## config.mk

```make
export PLATFORM = sky130hd
export DESIGN_NAME = udp_checksum_validator
export DESIGN_NICKNAME = d
export VERILOG_FILES = /design/src/rtl/udpcv_pkg.sv /design/src/rtl/udpcv_frame.sv /design/src/rtl/udpcv_final.sv /design/src/rtl/udp_checksum_validator.sv
export VERILOG_INCLUDE_DIRS = /design/src /design/src/rtl
export SDC_FILE = /design/constraint.sdc
export NUM_CORES = 1
export LEC_CHECK = 0
export BUFFER_PORTS_ARGS = -buffer_cell sky130_fd_sc_hd__buf_2
export CORE_ASPECT_RATIO = 1.75
export CORE_MARGIN = 2
export CORE_UTILIZATION = 50
export CTS_BUF_LIST = sky130_fd_sc_hd__clkbuf_8
export CTS_CLUSTER_DIAMETER = 150
export DETAILED_ROUTE_END_ITERATION = 6
export GPL_ROUTABILITY_DRIVEN = 0
export GPL_TIMING_DRIVEN = 0
export PLACE_DENSITY = 0.68
export SYNTH_ARGS = -nofsm -noshare
export SYNTH_HDL_FRONTEND = slang
export SYNTH_SLANG_ARGS = --single-unit
```

## constraint.sdc

```tcl
create_clock -name clk -period 11.8 [get_ports clk]
set_input_delay 0.59 -clock clk [delete_from_list [all_inputs] [get_ports clk]]
set_output_delay 0.59 -clock clk [all_outputs]
set_load 0.1 [all_outputs]
```

## src/rtl/assert_macros.svh

```systemverilog
// Assertion macros shared by the RTL; clocked on clk, disabled during reset.
`ifndef ASSERT_MACROS_SVH
`define ASSERT_MACROS_SVH

// Combinational check sampled at every rising clock edge.
`define ASSERT_ALWAYS(label, expr, msg) \
	label: assert property (@(posedge clk) disable iff (!arst_n) (expr)) else $error(msg);

// Check that holds in the cycle after the trigger.
`define ASSERT_NEXT(label, trig, expr, msg) \
	label: assert property (@(posedge clk) disable iff (!arst_n) (trig) |=> (expr)) \
		else $error(msg);

`endif

```

## src/rtl/udpcv_pkg.sv

```systemverilog
// Package for the UDP checksum validator: word types, codes and constants.
package udpcv_pkg;

	localparam logic [1:0] ST_OK       = 2'd0;
	localparam logic [1:0] ST_SHORT    = 2'd1;
	localparam logic [1:0] ST_MISMATCH = 2'd2;

	localparam logic OP_VERIFY   = 1'b0;
	localparam logic OP_GENERATE = 1'b1;

	localparam logic [15:0] UDP_PROTO     = 16'h0011;
	localparam logic [15:0] HDR_BYTES     = 16'd8;
	localparam logic [15:0] CSUM_ZERO_ALT = 16'hFFFF;
	localparam logic [15:0] COUNT_MAX     = 16'hFFFF;

	typedef struct packed {
		logic        op;
		logic [7:0]  data_byte;
		logic [31:0] src_addr;
		logic [31:0] dst_addr;
		logic        last;
	} in_t;

	typedef struct packed {
		logic [1:0]  status;
		logic [15:0] checksum_value;
		logic [15:0] src_port;
		logic [15:0] dst_port;
		logic [15:0] body_len;
	} out_t;

	// datagram summary handed from the byte parser to the checksum finisher
	typedef struct packed {
		logic        op;
		logic [15:0] count;
		logic [15:0] hdr_len;
		logic [15:0] hdr_csum;
		logic [31:0] port_pair;
		logic [7:0]  held;
		logic [15:0] run_sum;
		logic [18:0] addr_sum;
	} fin_t;

endpackage

```

## src/rtl/udpcv_frame.sv

```systemverilog
// Byte parser: header capture, payload word accumulation, datagram summary on last byte.
module udpcv_frame (
	input  logic              clk,
	input  logic              arst_n,
	input  logic              adv,
	input  logic              item_valid_s1,
	input  udpcv_pkg::in_t    item_s1,
	output logic              fin_valid_s2,
	output udpcv_pkg::fin_t   fin_s2
);
	import udpcv_pkg::*;

	logic [15:0] byte_count_q;
	logic [15:0] run_sum_q;
	logic [7:0]  held_q;
	logic [15:0] hdr_len_q;
	logic [15:0] hdr_csum_q;
	logic [31:0] port_pair_q;
	logic [18:0] addr_sum_q;

	logic [15:0] count_d;
	logic [15:0] run_sum_d;
	logic [7:0]  held_d;
	logic [15:0] hdr_len_d;
	logic [15:0] hdr_csum_d;
	logic [31:0] port_pair_d;
	logic [18:0] addr_sum_d;
	logic [16:0] add_t;
	logic [7:0]  b;
	logic        take;
	fin_t        fin_d;

	assign b    = item_s1.data_byte;
	assign take = adv && item_valid_s1;

	always_comb begin
		run_sum_d   = run_sum_q;
		held_d      = held_q;
		hdr_len_d   = hdr_len_q;
		hdr_csum_d  = hdr_csum_q;
		port_pair_d = port_pair_q;
		addr_sum_d  = addr_sum_q;
		add_t       = {1'b0, run_sum_q} + {1'b0, held_q, b};

		if (byte_count_q == 16'd0) begin
			addr_sum_d = {3'b000, item_s1.src_addr[31:16]} + {3'b000, item_s1.src_addr[15:0]}
				+ {3'b000, item_s1.dst_addr[31:16]} + {3'b000, item_s1.dst_addr[15:0]}
				+ {3'b000, UDP_PROTO};
		end

		if (byte_count_q < 16'd4) begin
			port_pair_d = {port_pair_q[23:0], b};
		end else if (byte_count_q < 16'd6) begin
			hdr_len_d = {hdr_len_q[7:0], b};
		end else if (byte_count_q < HDR_BYTES) begin
			hdr_csum_d = {hdr_csum_q[7:0], b};
		end else if (byte_count_q < hdr_len_q) begin
			if (!byte_count_q[0]) begin
				held_d = b;
			end else begin
				// end-around carry; one fold is enough for two 16-bit operands
				run_sum_d = add_t[15:0] + {15'd0, add_t[16]};
			end
		end

		count_d = (byte_count_q == COUNT_MAX) ? byte_count_q : byte_count_q + 16'd1;

		fin_d.op        = item_s1.op;
		fin_d.count     = count_d;
		fin_d.hdr_len   = hdr_len_d;
		fin_d.hdr_csum  = hdr_csum_d;
		fin_d.port_pair = port_pair_d;
		fin_d.held      = held_d;
		fin_d.run_sum   = run_sum_d;
		fin_d.addr_sum  = addr_sum_d;
	end

	always_ff @(posedge clk or negedge arst_n) begin
		if (!arst_n) begin
			byte_count_q <= '0;
			run_sum_q    <= '0;
			fin_valid_s2 <= 1'b0;
		end else if (adv) begin
			fin_valid_s2 <= take && item_s1.last;
			if (take) begin
				if (item_s1.last) begin
					byte_count_q <= '0;
					run_sum_q    <= '0;
				end else begin
					byte_count_q <= count_d;
					run_sum_q    <= run_sum_d;
				end
			end
		end
	end

	// header fields are fully rewritten by every datagram before use
	always_ff @(posedge clk) begin
		if (take) begin
			held_q      <= held_d;
			hdr_len_q   <= hdr_len_d;
			hdr_csum_q  <= hdr_csum_d;
			port_pair_q <= port_pair_d;
			addr_sum_q  <= addr_sum_d;
			fin_s2      <= fin_d;
		end
	end

endmodule

```

## src/rtl/udpcv_final.sv

```systemverilog
// Checksum finisher: pseudo-header and header terms summed, then folded and checked.
module udpcv_final (
	input  logic             clk,
	input  logic             arst_n,
	input  logic             adv,
	input  logic             fin_valid_s2,
	input  udpcv_pkg::fin_t  fin_s2,
	output logic             res_valid_s3,
	output udpcv_pkg::out_t  res
);
	import udpcv_pkg::*;

	typedef struct packed {
		logic        op;
		logic        short_frame;
		logic [15:0] hdr_csum;
		logic [31:0] port_pair;
		logic [15:0] plen;
		logic [19:0] sum;
	} sum_t;

	logic [15:0] len;
	logic [15:0] t0;
	logic [15:0] t1;
	logic [15:0] t2;
	logic [15:0] th;
	sum_t        sum_d;
	sum_t        sum_s3;
	logic [16:0] f1;
	logic [15:0] f2;
	logic [15:0] csum;

	always_comb begin
		len = (fin_s2.hdr_len < fin_s2.count) ? fin_s2.hdr_len : fin_s2.count;

		if (len >= 16'd2) t0 = fin_s2.port_pair[31:16];
		else if (len == 16'd1) t0 = {fin_s2.port_pair[31:24], 8'h00};
		else t0 = '0;

		if (len >= 16'd4) t1 = fin_s2.port_pair[15:0];
		else if (len == 16'd3) t1 = {fin_s2.port_pair[15:8], 8'h00};
		else t1 = '0;

		if (len >= 16'd6) t2 = fin_s2.hdr_len;
		else if (len == 16'd5) t2 = {fin_s2.hdr_len[15:8], 8'h00};
		else t2 = '0;

		th = (len[0] && len > HDR_BYTES) ? {fin_s2.held, 8'h00} : 16'd0;

		sum_d.op          = fin_s2.op;
		sum_d.short_frame = fin_s2.count < HDR_BYTES;
		sum_d.hdr_csum    = fin_s2.hdr_csum;
		sum_d.port_pair   = fin_s2.port_pair;
		sum_d.plen        = fin_s2.count - HDR_BYTES;
		sum_d.sum         = {4'd0, fin_s2.run_sum} + {4'd0, t0} + {4'd0, t1} + {4'd0, t2}
			+ {4'd0, th} + {4'd0, len} + {1'b0, fin_s2.addr_sum};
	end

	always_ff @(posedge clk or negedge arst_n) begin
		if (!arst_n) begin
			res_valid_s3 <= 1'b0;
		end else if (adv) begin
			res_valid_s3 <= fin_valid_s2;
		end
	end

	always_ff @(posedge clk) begin
		if (adv && fin_valid_s2) begin
			sum_s3 <= sum_d;
		end
	end

	always_comb begin
		f1   = {1'b0, sum_s3.sum[15:0]} + {13'd0, sum_s3.sum[19:16]};
		f2   = f1[15:0] + {15'd0, f1[16]};
		csum = ~f2;
		if (csum == 16'd0) begin
			csum = CSUM_ZERO_ALT;
		end

		if (sum_s3.short_frame) begin
			res.status         = ST_SHORT;
			res.checksum_value = '0;
			res.src_port       = '0;
			res.dst_port       = '0;
			res.body_len       = '0;
		end else begin
			if (sum_s3.op == OP_VERIFY && sum_s3.hdr_csum != 16'd0 && sum_s3.hdr_csum != csum) begin
				res.status = ST_MISMATCH;
			end else begin
				res.status = ST_OK;
			end
			res.checksum_value = csum;
			res.src_port       = sum_s3.port_pair[31:16];
			res.dst_port       = sum_s3.port_pair[15:0];
			res.body_len       = sum_s3.plen;
		end
	end

endmodule

```

## src/rtl/udp_checksum_validator.sv

```systemverilog
// Top level of the UDP checksum validator: input skid, pipeline and result register.
//
// Input channel (data_valid, data_stall, data): one datagram byte per word in wire
// order, with the IPv4 addresses (taken on the first byte), op and a last-byte mark.
// Output channel (result_valid, result_stall, result): one word per datagram, sent
// for the word that carries last; status, checksum, ports and payload length.
// Throughput: one byte per cycle unless the receiver stalls, back to back, also
// across datagram boundaries. The last byte passes the input register, byte parser,
// sum stage and fold stage into the result register.
// The per-byte path is a 16-bit end-around-carry add; the final sum is one
// multi-operand 20-bit add, then a two-step fold and compare in the next stage.
// When the receiver stalls, the whole pipeline holds; one more input word is
// caught in a skid register and data_stall rises the cycle after, so data_stall is
// a register output. Reset clears the byte count, the running sum and all valids;
// the next byte after reset starts a new datagram.
`include "assert_macros.svh"

module udp_checksum_validator (
	input  logic             clk,
	input  logic             arst_n,
	input  logic             data_valid,
	output logic             data_stall,
	input  udpcv_pkg::in_t   data,
	output logic             result_valid,
	input  logic             result_stall,
	output udpcv_pkg::out_t  result
);
	import udpcv_pkg::*;

	logic  adv;
	in_t   skid_q;
	logic  skid_valid_q;
	in_t   head;
	logic  head_valid;
	in_t   item_s1;
	logic  item_valid_s1;
	fin_t  fin_s2;
	logic  fin_valid_s2;
	out_t  res;
	logic  res_valid_s3;
	out_t  result_q;
	logic  result_valid_q;

	assign adv          = !(result_valid_q && result_stall);
	assign data_stall   = skid_valid_q;
	assign head         = skid_valid_q ? skid_q : data;
	assign head_valid   = skid_valid_q || data_valid;
	assign result       = result_q;
	assign result_valid = result_valid_q;

	always_ff @(posedge clk or negedge arst_n) begin
		if (!arst_n) begin
			skid_valid_q   <= 1'b0;
			item_valid_s1  <= 1'b0;
			result_valid_q <= 1'b0;
		end else if (adv) begin
			skid_valid_q   <= 1'b0;
			item_valid_s1  <= head_valid;
			result_valid_q <= res_valid_s3;
		end else if (data_valid && !skid_valid_q) begin
			skid_valid_q <= 1'b1;
		end
	end

	always_ff @(posedge clk) begin
		if (!adv && data_valid && !skid_valid_q) begin
			skid_q <= data;
		end
		if (adv) begin
			item_s1  <= head;
			result_q <= res;
		end
	end

	udpcv_frame u_frame (
		.clk           (clk),
		.arst_n        (arst_n),
		.adv           (adv),
		.item_valid_s1 (item_valid_s1),
		.item_s1       (item_s1),
		.fin_valid_s2  (fin_valid_s2),
		.fin_s2        (fin_s2)
	);

	udpcv_final u_final (
		.clk          (clk),
		.arst_n       (arst_n),
		.adv          (adv),
		.fin_valid_s2 (fin_valid_s2),
		.fin_s2       (fin_s2),
		.res_valid_s3 (res_valid_s3),
		.res          (res)
	);

	`ASSERT_NEXT(a_skid_fill, data_valid && !data_stall && !adv, skid_valid_q, "skid word dropped")
	`ASSERT_NEXT(a_skid_drain, skid_valid_q && adv, !skid_valid_q, "skid not drained")
	`ASSERT_ALWAYS(a_result_src, !$rose(result_valid) || $past(res_valid_s3), "result without source")

endmodule

```

==> run summary <==
* **run status** finished clean
* **Most used DFF post-synth** sky130_fd_sc_hd__edfxtp_1
* **Setup Fix Bufs, Post-CTS** 0
* **DP HPWL** 44600 µm
* **number of cells in the finished layout apart from fillers** 2855
* **routing usage on met2** 0.430
* **leading cell types by count after synthesis** 424 x sky130_fd_sc_hd__edfxtp_1, 205 x sky130_fd_sc_hd__inv_1, 154 x sky130_fd_sc_hd__ha_1
* **share of the synthesized area in the top cell type** 0.514
* **clock insertion delay at the later pin of the skew report** 0.67 ns
* **hold bufs inserted after CTS** 0
* **worst hold path type** in2async
* **slew of the pin with the lowest slew margin** 1.09 ns
* **endpoints failing hold** 0
* **nature of the critical path startpoint** flip-flop
* **top-count cell post-synth** sky130_fd_sc_hd__edfxtp_1
* **Port Buffer Count** 145
* **count of vias placed by the detailed router** 15651
* **fraction of layout instances using a drive strength above 1** 0.172
* **required time reported for the critical path endpoint** 12.20 ns
* **count of H-tree levels built during CTS** 3
* **startpoint of the most critical register-to-register path** u_frame.fin_s2[92]
* **number of storage elements in the synthesis netlist** 461
* **mapped cell area** 0.0247 mm²
* **RSZ-0062 raised after global routing** no
* **fraction of the yosys area taken by sequential cells** 0.552
* **Setup crit end kind** flip-flop
* **Largest stage delay, worst path** 0.66 ns
* **Final Critical Period** 9.48 ns
* **fmax** 0.105 GHz
* **die boundary height** 298 µm
* **total number of nets in the final design** 2457
* **least setup slack across all paths after layout** 2.32 ns
* **P&R area growth vs syn** 12.9%
* **Mean Syn Cell Area** 12.9 µm²
* **final design instance area without fill** 0.0279 mm²
* **Worst slew margin** 0.268
* **Fin Clk Skew** 0.0446 ns
* **number of global-route vias before repair** 16634
* **width of the die** 172 µm
* **detailed-route DRC error count** 0
* **net count of the mapped netlist** 2225
* **distinct cell type count after synthesis** 84
* **register-to-register path setup slack** 2.32 ns
* **Post-Route WL** 56900 µm
* **antenna violations before repair** 3
* **Resized Gates After CTS** 0
* **number of flops mapped to enable cells by yosys** 424
* **Placement Setup Slack** 2.45 ns
* **vias per inst** 5.48
* **FF+latch area** 0.0137 mm²
* **global router's overall resource usage** 0.227
* **total setup violations reported at the end of the flow** 0
* **number of DRC markers in iteration 0** 889
* **number of search-and-repair iterations in the first detailed-routing pass** 5
* **busiest layer in global routing** met2
* **footprint of the multi-input gates** 0.0102 mm²
* **arrival time at the worst endpoint** 9.88 ns
* **ranking of synthesized cells by area** sky130_fd_sc_hd__edfxtp_1 51%, sky130_fd_sc_hd__ha_1 7.8%, sky130_fd_sc_hd__fa_1 6.1%, sky130_fd_sc_hd__mux2_2 4.0%, sky130_fd_sc_hd__dfrtp_1 3.7%
* **post-detailed-placement cell area** 0.0266 mm²
* **cell with the biggest individual delay on the critical path** sky130_fd_sc_hd__o41ai_1
* **clock tree from TritonCTS** done
* **worst r2r dst** u_final.sum_s3[19]
* **Finished Core Util** 0.573
* **critical setup path kind** reg2reg
* **average wire length per cell after detail routing** 19.9 µm
* **Worst Reg-to-Reg Cells** 37
* **leftover overflow at the end of global routing** 0
* **CP Max Fanout** 10
* **pins over their slew limit** 0
* **critical path's most frequent cell** sky130_fd_sc_hd__a21oi_1
* **MaxCap Viol Count** 0
* **ANT nets after route** 0
* **number of buffers on the longest clock path** 3
* **met3 demand-to-capacity share in global routing** 0.0461
* **Core ar.** 0.0487 mm²
* **share of the clock period used by the worst path after layout** 0.804
* **CTS Buf Count** 69
* **clock slew at the register clock pins of the worst setup and hold paths** 0.07 ns
* **clock root buffer** sky130_fd_sc_hd__clkbuf_8
* **Clock Sinks** 461
* **count of fill cells added during filler insertion** 3987
* **number of warnings printed during yosys synthesis** 0
* **met1 track utilization from global routing** 0.210
* **largest net degree at the start of global routing** 73
* **number of instances in the synthesized netlist** 1917
* **number of instances in the placed design** 2732
* **count of pins on the block boundary** 146
* **wire length of the first global-routing pass** 87500 µm
* **Async SR Flop Fraction** 0.0803
* **effective utilization at floorplan** 0.508
* **area leader, netlist** sky130_fd_sc_hd__edfxtp_1
* **Die Footprint** 0.0514 mm²
* **FP Rows** 107
==> logic make-up after synthesis <==
kind of cell | share of synthesized area
mux | 0.0419
flops | 0.552
xor+xnor | 0.0435
simple gates | 0.0924
buf+inv | 0.0372
fa+ha+maj | 0.139
compound gates | 0.0938
==> sequential cells by signal (all words and copies together) (netlist names) <==
| signal | count |
|---|---|
| data_stall | 1 |
| item_s1 | 74 |
| item_valid_s1 | 1 |
| result | 66 |
| result_valid | 1 |
| skid_q | 74 |
| u_final.res_valid_s3 | 1 |
| u_final.sum_s3 | 86 |
| u_frame.byte_count_q | 16 |
| u_frame.fin_s2 | 124 |
| u_frame.fin_valid_s2 | 1 |
| u_frame.run_sum_q | 16 |
==> stage by stage <==
stage	setup TNS (ns)	hold slack [ns]
2_1_floorplan	0	0.294
3_5_place_dp	0	0.405
3_3_place_gp	-328.12	0.401
6_report	0	0.0400
4_1_cts	0	0.0408
5_1_grt	0	0.0790
==> worst max path at each step <==
| stage | from | to | slack, ns | depth (start not counted) |
|---|---|---|---|---|
| finish | u_frame.fin_s2[92] | u_final.sum_s3[19] | 2.32 | 37 |
| global route | u_frame.fin_s2[92] | u_final.sum_s3[19] | 1.83 | 37 |
| CTS | u_frame.fin_s2[92] | u_final.sum_s3[19] | 2.39 | 37 |
| detailed placement | u_frame.fin_s2[92] | u_final.sum_s3[19] | 2.45 | 37 |
| global placement | result_stall | skid_q[47] | -4.45 | 3 |
| floorplan | result_valid | skid_q[0] | 0.92 | 2 |
==> layout make-up <==
type                       count  share of cell area
timing repair buffer         161              0.0351
tap                          654              0.0293
inverter                     206              0.0277
antenna                        2            0.000179
clock buffer                  69              0.0340
multi-input combinational   1213               0.365
clock inverter                52              0.0141
buffer                        37             0.00529
sequential                   461               0.489
==> worst max-delay path, delay by kind of cell, from the launching register on <==
| family | cells | cell delay, ns |
|---|---|---|
| AND/OR/NAND/NOR | 7 | 1.16 |
| buffers and inverters | 3 | 0.35 |
| AO/OA/AOI/OAI | 19 | 4.35 |
| XOR/XNOR | 2 | 0.20 |
| adder cells (fa/ha/maj) | 6 | 2.56 |
| flip-flops | 1 | 0.56 |
==> layout by cell type, fill, tap and decap left out, types with 24 or more instances in the layout <==
cell,count
sky130_fd_sc_hd__a21o_1,24
sky130_fd_sc_hd__a21oi_1,82
sky130_fd_sc_hd__buf_2,146
sky130_fd_sc_hd__clkbuf_1,32
sky130_fd_sc_hd__clkbuf_8,69
sky130_fd_sc_hd__dfrtp_1,37
sky130_fd_sc_hd__edfxtp_1,424
sky130_fd_sc_hd__fa_1,76
sky130_fd_sc_hd__ha_1,154
sky130_fd_sc_hd__inv_1,218
sky130_fd_sc_hd__mux2_2,89
sky130_fd_sc_hd__nand2_1,74
sky130_fd_sc_hd__nand3_1,38
sky130_fd_sc_hd__nor2_1,79
sky130_fd_sc_hd__nor2b_1,69
sky130_fd_sc_hd__nor3_1,31
sky130_fd_sc_hd__o21ai_0,70
sky130_fd_sc_hd__xnor2_1,83
sky130_fd_sc_hd__xor2_1,40
==> metal layers <==
metal	part of all wire	up-vias
li1	-	7430
met3	0.051	207
met4	0.078	4
met2	0.55	534
met1	0.33	7476
met5	0.00040	-
Power is not shown: default switching activity piles up to over one toggle a cycle in this logic, so the estimate is an artifact.
